**src/rtl/pcg_pkg.sv**
```systemverilog
package pcg_pkg;

  // LCG constants and the reset state of the generator
  localparam logic [63:0] LcgMul     = 64'h5851_F42D_4C95_7F2D;
  localparam logic [63:0] LcgInc     = 64'hDA3E_39CB_94B9_5BDB;
  localparam logic [63:0] StateReset = 64'h853C_49E6_748F_EA9B;

  // XSH-RR output permutation
  localparam int unsigned XshShift = 18;
  localparam int unsigned XshLow   = 27;
  localparam int unsigned RotLow   = 59;

  localparam int unsigned WordW  = 32;
  localparam int unsigned SeedW  = 64;
  localparam int unsigned FuncW  = 2;
  localparam int unsigned ModCntW = 5;

  // Request codes on func
  localparam logic [FuncW-1:0] FuncRaw     = 2'd0;
  localparam logic [FuncW-1:0] FuncBounded = 2'd1;
  localparam logic [FuncW-1:0] FuncReseed  = 2'd2;

  typedef enum logic [1:0] {
    OP_RAW,
    OP_BOUNDED,
    OP_RESEED,
    OP_NOP
  } op_e;

  // One classified request, front to back
  typedef struct packed {
    op_e              op;
    logic [WordW-1:0] bound;
    logic [SeedW-1:0] seed;
  } cmd_t;

  typedef enum logic [3:0] {
    S_IDLE,
    S_SEED,
    S_MOD,
    S_M0,
    S_M1,
    S_M2,
    S_M3,
    S_BMUL,
    S_BCHK,
    S_DONE
  } state_e;

  // 32-bit permuted output of a 64-bit state
  function automatic logic [WordW-1:0] xsh_rr(input logic [SeedW-1:0] s);
    logic [SeedW-1:0]   mixed;
    logic [WordW-1:0]   x;
    logic [4:0]         amt;
    logic [2*WordW-1:0] dbl;
    mixed = s ^ (s >> XshShift);
    x     = mixed[XshLow +: WordW];
    amt   = s[RotLow +: 5];
    dbl   = {x, x} >> amt;
    return dbl[WordW-1:0];
  endfunction

endpackage

```
**src/rtl/pcg_front.sv**
```systemverilog
module pcg_front (
  input  logic                          clk_i,
  input  logic                          rst_ni,
  input  logic                          in_valid_i,
  output logic                          in_ready_o,
  input  logic [pcg_pkg::FuncW-1:0]     func_i,
  input  logic [pcg_pkg::WordW-1:0]     bound_i,
  input  logic [pcg_pkg::SeedW-1:0]     seed_i,
  output logic                          cmd_valid_o,
  input  logic                          cmd_ready_i,
  output pcg_pkg::cmd_t                 cmd_o
);

  // two-entry queue of classified words
  pcg_pkg::cmd_t mem_q [2];
  logic          wr_ptr_q, wr_ptr_d;
  logic          rd_ptr_q, rd_ptr_d;
  logic [1:0]    count_q, count_d;
  logic          push, pop;
  pcg_pkg::cmd_t new_cmd;

  always_comb begin
    new_cmd.bound = bound_i;
    new_cmd.seed  = seed_i;
    case (func_i)
      pcg_pkg::FuncRaw:     new_cmd.op = pcg_pkg::OP_RAW;
      pcg_pkg::FuncBounded: new_cmd.op = pcg_pkg::OP_BOUNDED;
      pcg_pkg::FuncReseed:  new_cmd.op = pcg_pkg::OP_RESEED;
      default:              new_cmd.op = pcg_pkg::OP_NOP;
    endcase
  end

  assign in_ready_o  = (count_q != 2'd2);
  assign cmd_valid_o = (count_q != 2'd0);
  assign cmd_o       = mem_q[rd_ptr_q];
  assign push        = in_valid_i & in_ready_o;
  assign pop         = cmd_valid_o & cmd_ready_i;

  always_comb begin
    wr_ptr_d = push ? ~wr_ptr_q : wr_ptr_q;
    rd_ptr_d = pop ? ~rd_ptr_q : rd_ptr_q;
    count_d  = count_q;
    if (push && !pop) begin
      count_d = count_q + 2'd1;
    end else if (pop && !push) begin
      count_d = count_q - 2'd1;
    end
  end

  always_ff @(posedge clk_i or negedge rst_ni) begin
    if (!rst_ni) begin
      wr_ptr_q <= 1'b0;
      rd_ptr_q <= 1'b0;
      count_q  <= 2'd0;
    end else begin
      wr_ptr_q <= wr_ptr_d;
      rd_ptr_q <= rd_ptr_d;
      count_q  <= count_d;
    end
  end

  always_ff @(posedge clk_i) begin
    if (push) begin
      mem_q[wr_ptr_q] <= new_cmd;
    end
  end

endmodule

```
**src/rtl/pcg_back.sv**
```systemverilog
module pcg_back (
  input  logic                      clk_i,
  input  logic                      rst_ni,
  input  logic                      cmd_valid_i,
  output logic                      cmd_ready_o,
  input  pcg_pkg::cmd_t             cmd_i,
  output logic                      out_valid_o,
  input  logic                      out_ready_i,
  output logic [pcg_pkg::WordW-1:0] value_o
);

  localparam int unsigned W = pcg_pkg::WordW;

  pcg_pkg::state_e state_q, state_d;
  logic            out_valid_q, out_valid_d;
  logic [63:0]     gen_q, gen_d;

  pcg_pkg::op_e    op_q, op_d;
  logic [W-1:0]    bound_q, bound_d;
  logic [63:0]     seed_q, seed_d;
  logic [W-1:0]    word_q, word_d;
  logic [63:0]     prod_q, prod_d;
  logic [63:0]     acc_q, acc_d;
  logic [W-1:0]    thresh_q, thresh_d;
  logic [W-1:0]    rem_q, rem_d;
  logic [W-1:0]    div_q, div_d;
  logic [pcg_pkg::ModCntW-1:0] cnt_q, cnt_d;
  logic [W-1:0]    res_q, res_d;
  logic [W-1:0]    value_q, value_d;

  logic [W-1:0]    mul_a, mul_b;
  logic [W:0]      rem_sh, rem_sub;
  logic [W-1:0]    rem_nxt;

  assign cmd_ready_o = (state_q == pcg_pkg::S_IDLE);
  assign out_valid_o = out_valid_q;
  assign value_o     = value_q;

  // restoring remainder step, one dividend bit per cycle
  assign rem_sh  = {rem_q, div_q[W-1]};
  assign rem_sub = rem_sh - {1'b0, bound_q};
  assign rem_nxt = rem_sub[W] ? rem_sh[W-1:0] : rem_sub[W-1:0];

  // shared 32x32 multiplier operand select
  always_comb begin
    case (state_q)
      pcg_pkg::S_M0: begin
        mul_a = gen_q[W-1:0];
        mul_b = pcg_pkg::LcgMul[W-1:0];
      end
      pcg_pkg::S_M1: begin
        mul_a = gen_q[W-1:0];
        mul_b = pcg_pkg::LcgMul[2*W-1:W];
      end
      pcg_pkg::S_M2: begin
        mul_a = gen_q[2*W-1:W];
        mul_b = pcg_pkg::LcgMul[W-1:0];
      end
      default: begin
        mul_a = word_q;
        mul_b = bound_q;
      end
    endcase
  end

  always_comb begin
    state_d     = state_q;
    out_valid_d = out_valid_q;
    gen_d       = gen_q;
    op_d        = op_q;
    bound_d     = bound_q;
    seed_d      = seed_q;
    word_d      = word_q;
    prod_d      = {32'd0, mul_a} * {32'd0, mul_b};
    acc_d       = acc_q;
    thresh_d    = thresh_q;
    rem_d       = rem_q;
    div_d       = div_q;
    cnt_d       = cnt_q;
    res_d       = res_q;
    value_d     = value_q;

    if (out_valid_q && out_ready_i) begin
      out_valid_d = 1'b0;
    end

    case (state_q)
      pcg_pkg::S_IDLE: begin
        if (cmd_valid_i) begin
          op_d     = cmd_i.op;
          bound_d  = cmd_i.bound;
          seed_d   = cmd_i.seed;
          thresh_d = '0;
          rem_d    = '0;
          div_d    = '0 - cmd_i.bound;
          cnt_d    = '0;
          case (cmd_i.op)
            pcg_pkg::OP_RAW:     state_d = pcg_pkg::S_M0;
            pcg_pkg::OP_BOUNDED: begin
              state_d = (cmd_i.bound == '0) ? pcg_pkg::S_M0 : pcg_pkg::S_MOD;
            end
            pcg_pkg::OP_RESEED:  state_d = pcg_pkg::S_SEED;
            default: begin
              res_d   = '0;
              state_d = pcg_pkg::S_DONE;
            end
          endcase
        end
      end
      pcg_pkg::S_SEED: begin
        gen_d   = pcg_pkg::LcgInc + seed_q;
        state_d = pcg_pkg::S_M0;
      end
      pcg_pkg::S_MOD: begin
        rem_d = rem_nxt;
        div_d = {div_q[W-2:0], 1'b0};
        cnt_d = cnt_q + 1'b1;
        if (cnt_q == '1) begin
          thresh_d = rem_nxt;
          state_d  = pcg_pkg::S_M0;
        end
      end
      pcg_pkg::S_M0: begin
        word_d  = pcg_pkg::xsh_rr(gen_q);
        state_d = pcg_pkg::S_M1;
      end
      pcg_pkg::S_M1: begin
        acc_d   = prod_q + pcg_pkg::LcgInc;
        state_d = pcg_pkg::S_M2;
      end
      pcg_pkg::S_M2: begin
        acc_d   = {acc_q[2*W-1:W] + prod_q[W-1:0], acc_q[W-1:0]};
        state_d = pcg_pkg::S_M3;
      end
      pcg_pkg::S_M3: begin
        gen_d = {acc_q[2*W-1:W] + prod_q[W-1:0], acc_q[W-1:0]};
        case (op_q)
          pcg_pkg::OP_BOUNDED: state_d = pcg_pkg::S_BMUL;
          pcg_pkg::OP_RAW: begin
            res_d   = word_q;
            state_d = pcg_pkg::S_DONE;
          end
          default: begin
            res_d   = '0;
            state_d = pcg_pkg::S_DONE;
          end
        endcase
      end
      pcg_pkg::S_BMUL: begin
        state_d = pcg_pkg::S_BCHK;
      end
      pcg_pkg::S_BCHK: begin
        // low word under the threshold: reject and draw again
        if (prod_q[W-1:0] < thresh_q) begin
          state_d = pcg_pkg::S_M0;
        end else begin
          res_d   = prod_q[2*W-1:W];
          state_d = pcg_pkg::S_DONE;
        end
      end
      pcg_pkg::S_DONE: begin
        if (!out_valid_q || out_ready_i) begin
          out_valid_d = 1'b1;
          value_d     = res_q;
          state_d     = pcg_pkg::S_IDLE;
        end
      end
      default: state_d = pcg_pkg::S_IDLE;
    endcase
  end

  always_ff @(posedge clk_i or negedge rst_ni) begin
    if (!rst_ni) begin
      state_q     <= pcg_pkg::S_IDLE;
      out_valid_q <= 1'b0;
      gen_q       <= pcg_pkg::StateReset;
    end else begin
      state_q     <= state_d;
      out_valid_q <= out_valid_d;
      gen_q       <= gen_d;
    end
  end

  always_ff @(posedge clk_i) begin
    op_q     <= op_d;
    bound_q  <= bound_d;
    seed_q   <= seed_d;
    word_q   <= word_d;
    prod_q   <= prod_d;
    acc_q    <= acc_d;
    thresh_q <= thresh_d;
    rem_q    <= rem_d;
    div_q    <= div_d;
    cnt_q    <= cnt_d;
    res_q    <= res_d;
    value_q  <= value_d;
  end

endmodule

```
**src/rtl/pcg32_bounded_random_top.sv**
```systemverilog
// Raw draw: states S_M0 to S_M3, then S_DONE; a reseed passes S_SEED first, and an
// unused code goes straight to S_DONE. Bounded draw: a bit-serial remainder (S_MOD)
// for the reject threshold, then per draw the LCG step on the shared 32x32 multiplier
// (S_M0 to S_M3) and word*bound (S_BMUL, S_BCHK); the next request waits for S_IDLE.
// Reset (rst_ni low, async): generator state 0x853C49E6748FEA9B, queue and output empty.
module pcg32_bounded_random_top (
  input  logic                          clk_i,
  input  logic                          rst_ni,
  // request channel
  input  logic                          in_valid_i,
  output logic                          in_ready_o,
  input  logic [pcg_pkg::FuncW-1:0]     func_i,
  input  logic [pcg_pkg::WordW-1:0]     bound_i,
  input  logic [pcg_pkg::SeedW-1:0]     seed_i,
  // result channel
  output logic                          out_valid_o,
  input  logic                          out_ready_i,
  output logic [pcg_pkg::WordW-1:0]     value_o
);

  // Front: classifies the func code and buffers up to two request words,
  // so a new word is taken while the back end is still busy.
  pcg_pkg::cmd_t cmd;
  logic          cmd_valid;
  logic          cmd_ready;

  pcg_front u_front (
    .clk_i       (clk_i),
    .rst_ni      (rst_ni),
    .in_valid_i  (in_valid_i),
    .in_ready_o  (in_ready_o),
    .func_i      (func_i),
    .bound_i     (bound_i),
    .seed_i      (seed_i),
    .cmd_valid_o (cmd_valid),
    .cmd_ready_i (cmd_ready),
    .cmd_o       (cmd)
  );

  // Back: sequencer holding the 64-bit state. The LCG step is done as three
  // 32x32 partial products on one multiplier; the threshold (2^32-bound) mod
  // bound comes from a restoring remainder unit. The threshold is computed
  // for every nonzero bound: a low word at or above bound is always above it,
  // so the reject test stays the same. The output register lets the next
  // request start while a finished word waits.
  pcg_back u_back (
    .clk_i       (clk_i),
    .rst_ni      (rst_ni),
    .cmd_valid_i (cmd_valid),
    .cmd_ready_o (cmd_ready),
    .cmd_i       (cmd),
    .out_valid_o (out_valid_o),
    .out_ready_i (out_ready_i),
    .value_o     (value_o)
  );

endmodule
```
**config.mk**
```make
export PLATFORM = sky130hd
export DESIGN_NAME = pcg32_bounded_random_top
export DESIGN_NICKNAME = d
export VERILOG_FILES = /design/src/rtl/pcg_pkg.sv /design/src/rtl/pcg_front.sv /design/src/rtl/pcg_back.sv /design/src/rtl/pcg32_bounded_random_top.sv
export SDC_FILE = /design/constraint.sdc
export NUM_CORES = 2
export LEC_CHECK = 0
export ABC_AREA = 1
export BUFFER_PORTS_ARGS = -buffer_cell sky130_fd_sc_hd__buf_2
export CAP_MARGIN = 5
export CORE_AREA = 2 2 545 547
export CTS_CLUSTER_DIAMETER = 100
export DETAILED_ROUTE_END_ITERATION = 8
export DIE_AREA = 0 0 547 549
export PLACE_DENSITY = 0.47
export RECOVER_POWER = 50
export SYNTH_ARGS = -nofsm -noshare
export SYNTH_HDL_FRONTEND = slang
export SYNTH_SLANG_ARGS = --single-unit
```
**constraint.sdc**
```tcl
create_clock -name clk_i -period 8.29 [get_ports clk_i]
set_input_delay 1.2435 -clock clk_i [delete_from_list [all_inputs] [get_ports clk_i]]
set_output_delay 1.2435 -clock clk_i [all_outputs]
set_load 0.05 [all_outputs]
```
==> reports/qor.csv <==
metric;value;unit
clk root buf;sky130_fd_sc_hd__clkbuf_16;
kind of end point of the critical path;flop;
number of warnings reported in the yosys synthesis log;0;
number of core rows;200;
minimum setup slack among reg-to-reg paths;-0.01;ns
logic depth of the worst register-to-register path;37;
Synth Cell Area;73190;sq um
kind of start point of the critical path;flop;
synthesized flop and latch total;692;
beginning of the worst register-to-register path;u_back.state_q[2];
1st-pass router iterations;6;
starting density of the core;24.81;%
post-detailed-route wirelength per cell;26.45;microns
Top-Level Pins;136;
Area growth syn-to-layout;23.86;%
total area of multi-input combinational cells;47590;sq um
number of filler cells placed in the layout;31680;
GRT Residual Overflow;0;
Final #Nets;11420;
final hold violations;0;
hold buffers post-CTS;0;
setup total negative slack;-0.01425;ns
placed instance count;13840;
Avg Inst Size Synth;7.962;sq um
core area;295000;sq um
DRC marker count from the first detailed-route iteration;5876;
worst hold margin;0.4196;ns
area share of the leading cell type in the synthesized netlist;24.56;%
worst slack at placement;-0.8411;ns
number of nets with antenna violations after routing;0;
largest area contributor in the netlist;sky130_fd_sc_hd__fa_1;
post-synthesis sequential area ratio;27.07;%
Synthesized Nets;10560;
ys async rst share;10.55;%
setup-violating endpoint count in the final report;1;
pin count of the biggest net entering global routing;71;
TritonCTS clock tree;done;
most frequent cells in the layout;2316 x sky130_fd_sc_hd__nand2_1, 1713 x sky130_fd_sc_hd__inv_1, 1039 x sky130_fd_sc_hd__nor2_1, 840 x sky130_fd_sc_hd__fa_1, 767 x sky130_fd_sc_hd__buf_4;
setup slack after layout;-0.01425;ns
setup repair after global routing missed its margin;yes;
fmax;120.4;MHz
post-detailed-route DRC marker count;0;
DR vias/cell;4.738;
Final min period;8.304;ns
die area;300300;sq um
port bufs;135;
final cycle utilization of the critical path;100.2;%
min-delay worst type;reg2reg;
share of layout cells above drive strength 1;16.04;%
Clock Pin Slew Worst Setup and Hold Paths;0.06;ns
maximum level of the CTS H-tree;3;
Post-synth top flop;sky130_fd_sc_hd__edfxtp_1;
Final Max Tran Viols;245;
worst flop-to-flop path endpoint;u_back.prod_q[40];
Crit Path Max Fanout;6;
actual slew at the worst max-slew pin;2.758;ns
max-cap violation count;7;
antenna violations before repair;14;
global-route wire length before repair;517900;microns
number of clock sinks seen by CTS;692;
Clock Skew;0.03676;ns
Global Route Usage Sum;24.37;%
critical path data required time;8.91;ns
number of global-route vias before repair;68880;
violated checks;capacitance limit, slew limit, setup timing;
end point of the critical path;u_back.prod_q[40];
Relative slew margins;-83.85;%
number of buffers inserted during clock tree synthesis;89;
via count of the routed design;66690;
cell types occupying the most area after synthesis;sky130_fd_sc_hd__fa_1 25%, sky130_fd_sc_hd__edfxtp_1 23%, sky130_fd_sc_hd__nand2_1 12%;
Final Instance Count excl. Fillers;14070;
Reg area;19820;sq um
insertion delay to the later sink of the worst-skew pair;0.72;ns
outcome;finished, violations left;
crit path max-delay cell type;sky130_fd_sc_hd__o211ai_1;
Routability Congestion;1.031;
most prevalent standard cell on the critical path;sky130_fd_sc_hd__fa_1;
final WL;372200;microns
max incr delay on CP;0.70;ns
Setup Crit Path Kind;reg2reg;
post-synth cell types;56;
launching element of the worst setup path;u_back.state_q[2];
half-perimeter wire length of the detailed placement result;314200;microns
y dimension of the die;549;microns
Post-synth EDFFs;555;
most common library cell in the layout ignoring fill and taps;sky130_fd_sc_hd__nand2_1;
post-synthesis instance total;9193;
deepest clock path buffer count;3;
Worst EP arrival;8.92;ns
die width;547;microns
[sequential cells by signal, indices dropped and copies added (netlist names), 64 cells and up]
name and flops:
u_back.acc_q 64, u_back.gen_q 64, u_back.prod_q 64, u_back.seed_q 64
u_front.mem_q 196
[cells by family (layout without fill, tap and decap cells)]
| logic type | count (synthesis) | in the layout | synth area share [%] |
|---|---|---|---|
| AND/OR/NAND/NOR | 4194 | 4194 | 23.08 |
| buffers and inverters | 2062 | 2998 | 10.78 |
| adder cells (fa/ha/maj) | 1261 | 1261 | 30.77 |
| AO/OA/AOI/OAI | 835 | 835 | 6.493 |
| flip-flops | 692 | 692 | 27.07 |
| XOR/XNOR | 135 | 135 | 1.615 |
| multiplexers | 14 | 14 | 0.1915 |
| other | 0 | 6 | 0 |
[critical path, delay by kind of cell, from the launching register on]
family	cells	cell delay, ns
AO/OA/AOI/OAI	1	0.70
XOR/XNOR	1	0.21
adder cells (fa/ha/maj)	9	4.02
buffers and inverters	15	1.47
flip-flops	1	0.41
AND/OR/NAND/NOR	11	1.37
[synth_stat cells (10+ instances only)]
cell and number:
sky130_fd_sc_hd__xor2_1 108, sky130_fd_sc_hd__o21bai_1 35, sky130_fd_sc_hd__inv_2 20, sky130_fd_sc_hd__o22ai_1 11
sky130_fd_sc_hd__o21ai_1 17, sky130_fd_sc_hd__clkinv_1 24, sky130_fd_sc_hd__buf_1 21, sky130_fd_sc_hd__nor2_1 1127
sky130_fd_sc_hd__o211ai_1 72, sky130_fd_sc_hd__xnor2_1 27, sky130_fd_sc_hd__mux2i_1 14, sky130_fd_sc_hd__dfxtp_1 64
sky130_fd_sc_hd__clkbuf_1 155, sky130_fd_sc_hd__dfstp_2 34, sky130_fd_sc_hd__o32ai_1 25, sky130_fd_sc_hd__inv_1 1753
sky130_fd_sc_hd__o21ai_0 291, sky130_fd_sc_hd__nand4_1 55, sky130_fd_sc_hd__a31oi_1 27, sky130_fd_sc_hd__nand3_1 458
sky130_fd_sc_hd__o21a_1 10, sky130_fd_sc_hd__ha_1 363, sky130_fd_sc_hd__buf_2 78, sky130_fd_sc_hd__a21oi_1 301
sky130_fd_sc_hd__fa_1 898, sky130_fd_sc_hd__edfxtp_1 555, sky130_fd_sc_hd__nor3_1 77, sky130_fd_sc_hd__nand3b_1 44
sky130_fd_sc_hd__dfrtp_1 39, sky130_fd_sc_hd__a21o_1 15, sky130_fd_sc_hd__or2_2 19, sky130_fd_sc_hd__nand2_1 2373
[layer usage]
layer | vias up | GRT usage (%) | wire [microns]
li1 | 30190 | - | -
met1 | 33500 | 31.53 | 156600
met2 | 2411 | 40.07 | 170600
met3 | 588 | 3.232 | 22970
met4 | 4 | 11.79 | 22000
met5 | - | 0 | 27
[how the worst min path moves through the flow]
| stage | slack [ns] | start | endpoint | cells past startpoint |
|---|---|---|---|---|
| final | 0.42 | u_back.res_q[10] | u_back.value_o[10] | 0 |
| after global routing | 0.43 | u_back.res_q[5] | u_back.value_o[5] | 0 |
| after CTS | 0.42 | u_back.res_q[19] | u_back.value_o[19] | 0 |
| after detailed placement | 0.41 | u_back.res_q[20] | u_back.value_o[20] | 0 |
| after global placement | 0.41 | u_back.res_q[21] | u_back.value_o[21] | 0 |
| after floorplan | 0.40 | u_back.res_q[0] | u_back.value_o[0] | 0 |
[what timing repair did]
| action | CTS | global route |
|---|---|---|
| endpoints found under the setup margin | 47 | 50 |
| hold endpoints to repair | 0 | 0 |
| buffers inserted | 30 | 34 |
| pin swaps | 51 | 115 |
| gates resized for setup | 190 | 410 |
| gates cloned | 1 | 2 |
[area by class of cell]
| type | count | area share, % |
|---|---|---|
| Antenna cell | 6 | 0.01656 |
| Inverter | 1797 | 7.484 |
| Multi-Input combinational cell | 6439 | 52.50 |
| Timing Repair Buffer | 1038 | 9.552 |
| Clock buffer | 103 | 2.560 |
| Tap cell | 3939 | 5.436 |
| Clock inverter | 60 | 0.5907 |
| Sequential cell | 692 | 21.86 |
[through the flow]
step | cell area [sq um] | utilization, %
floorplan | 73200 | -
global placement | 85030 | 28.82
detailed placement | 85030 | 28.82
CTS | 88900 | 30.13
global route | 90640 | 30.72
finish | 90660 | 30.73
Power is left out: the tool's default activity adds up to more than one toggle a clock period on the data nets, which glitch-free logic cannot reach.
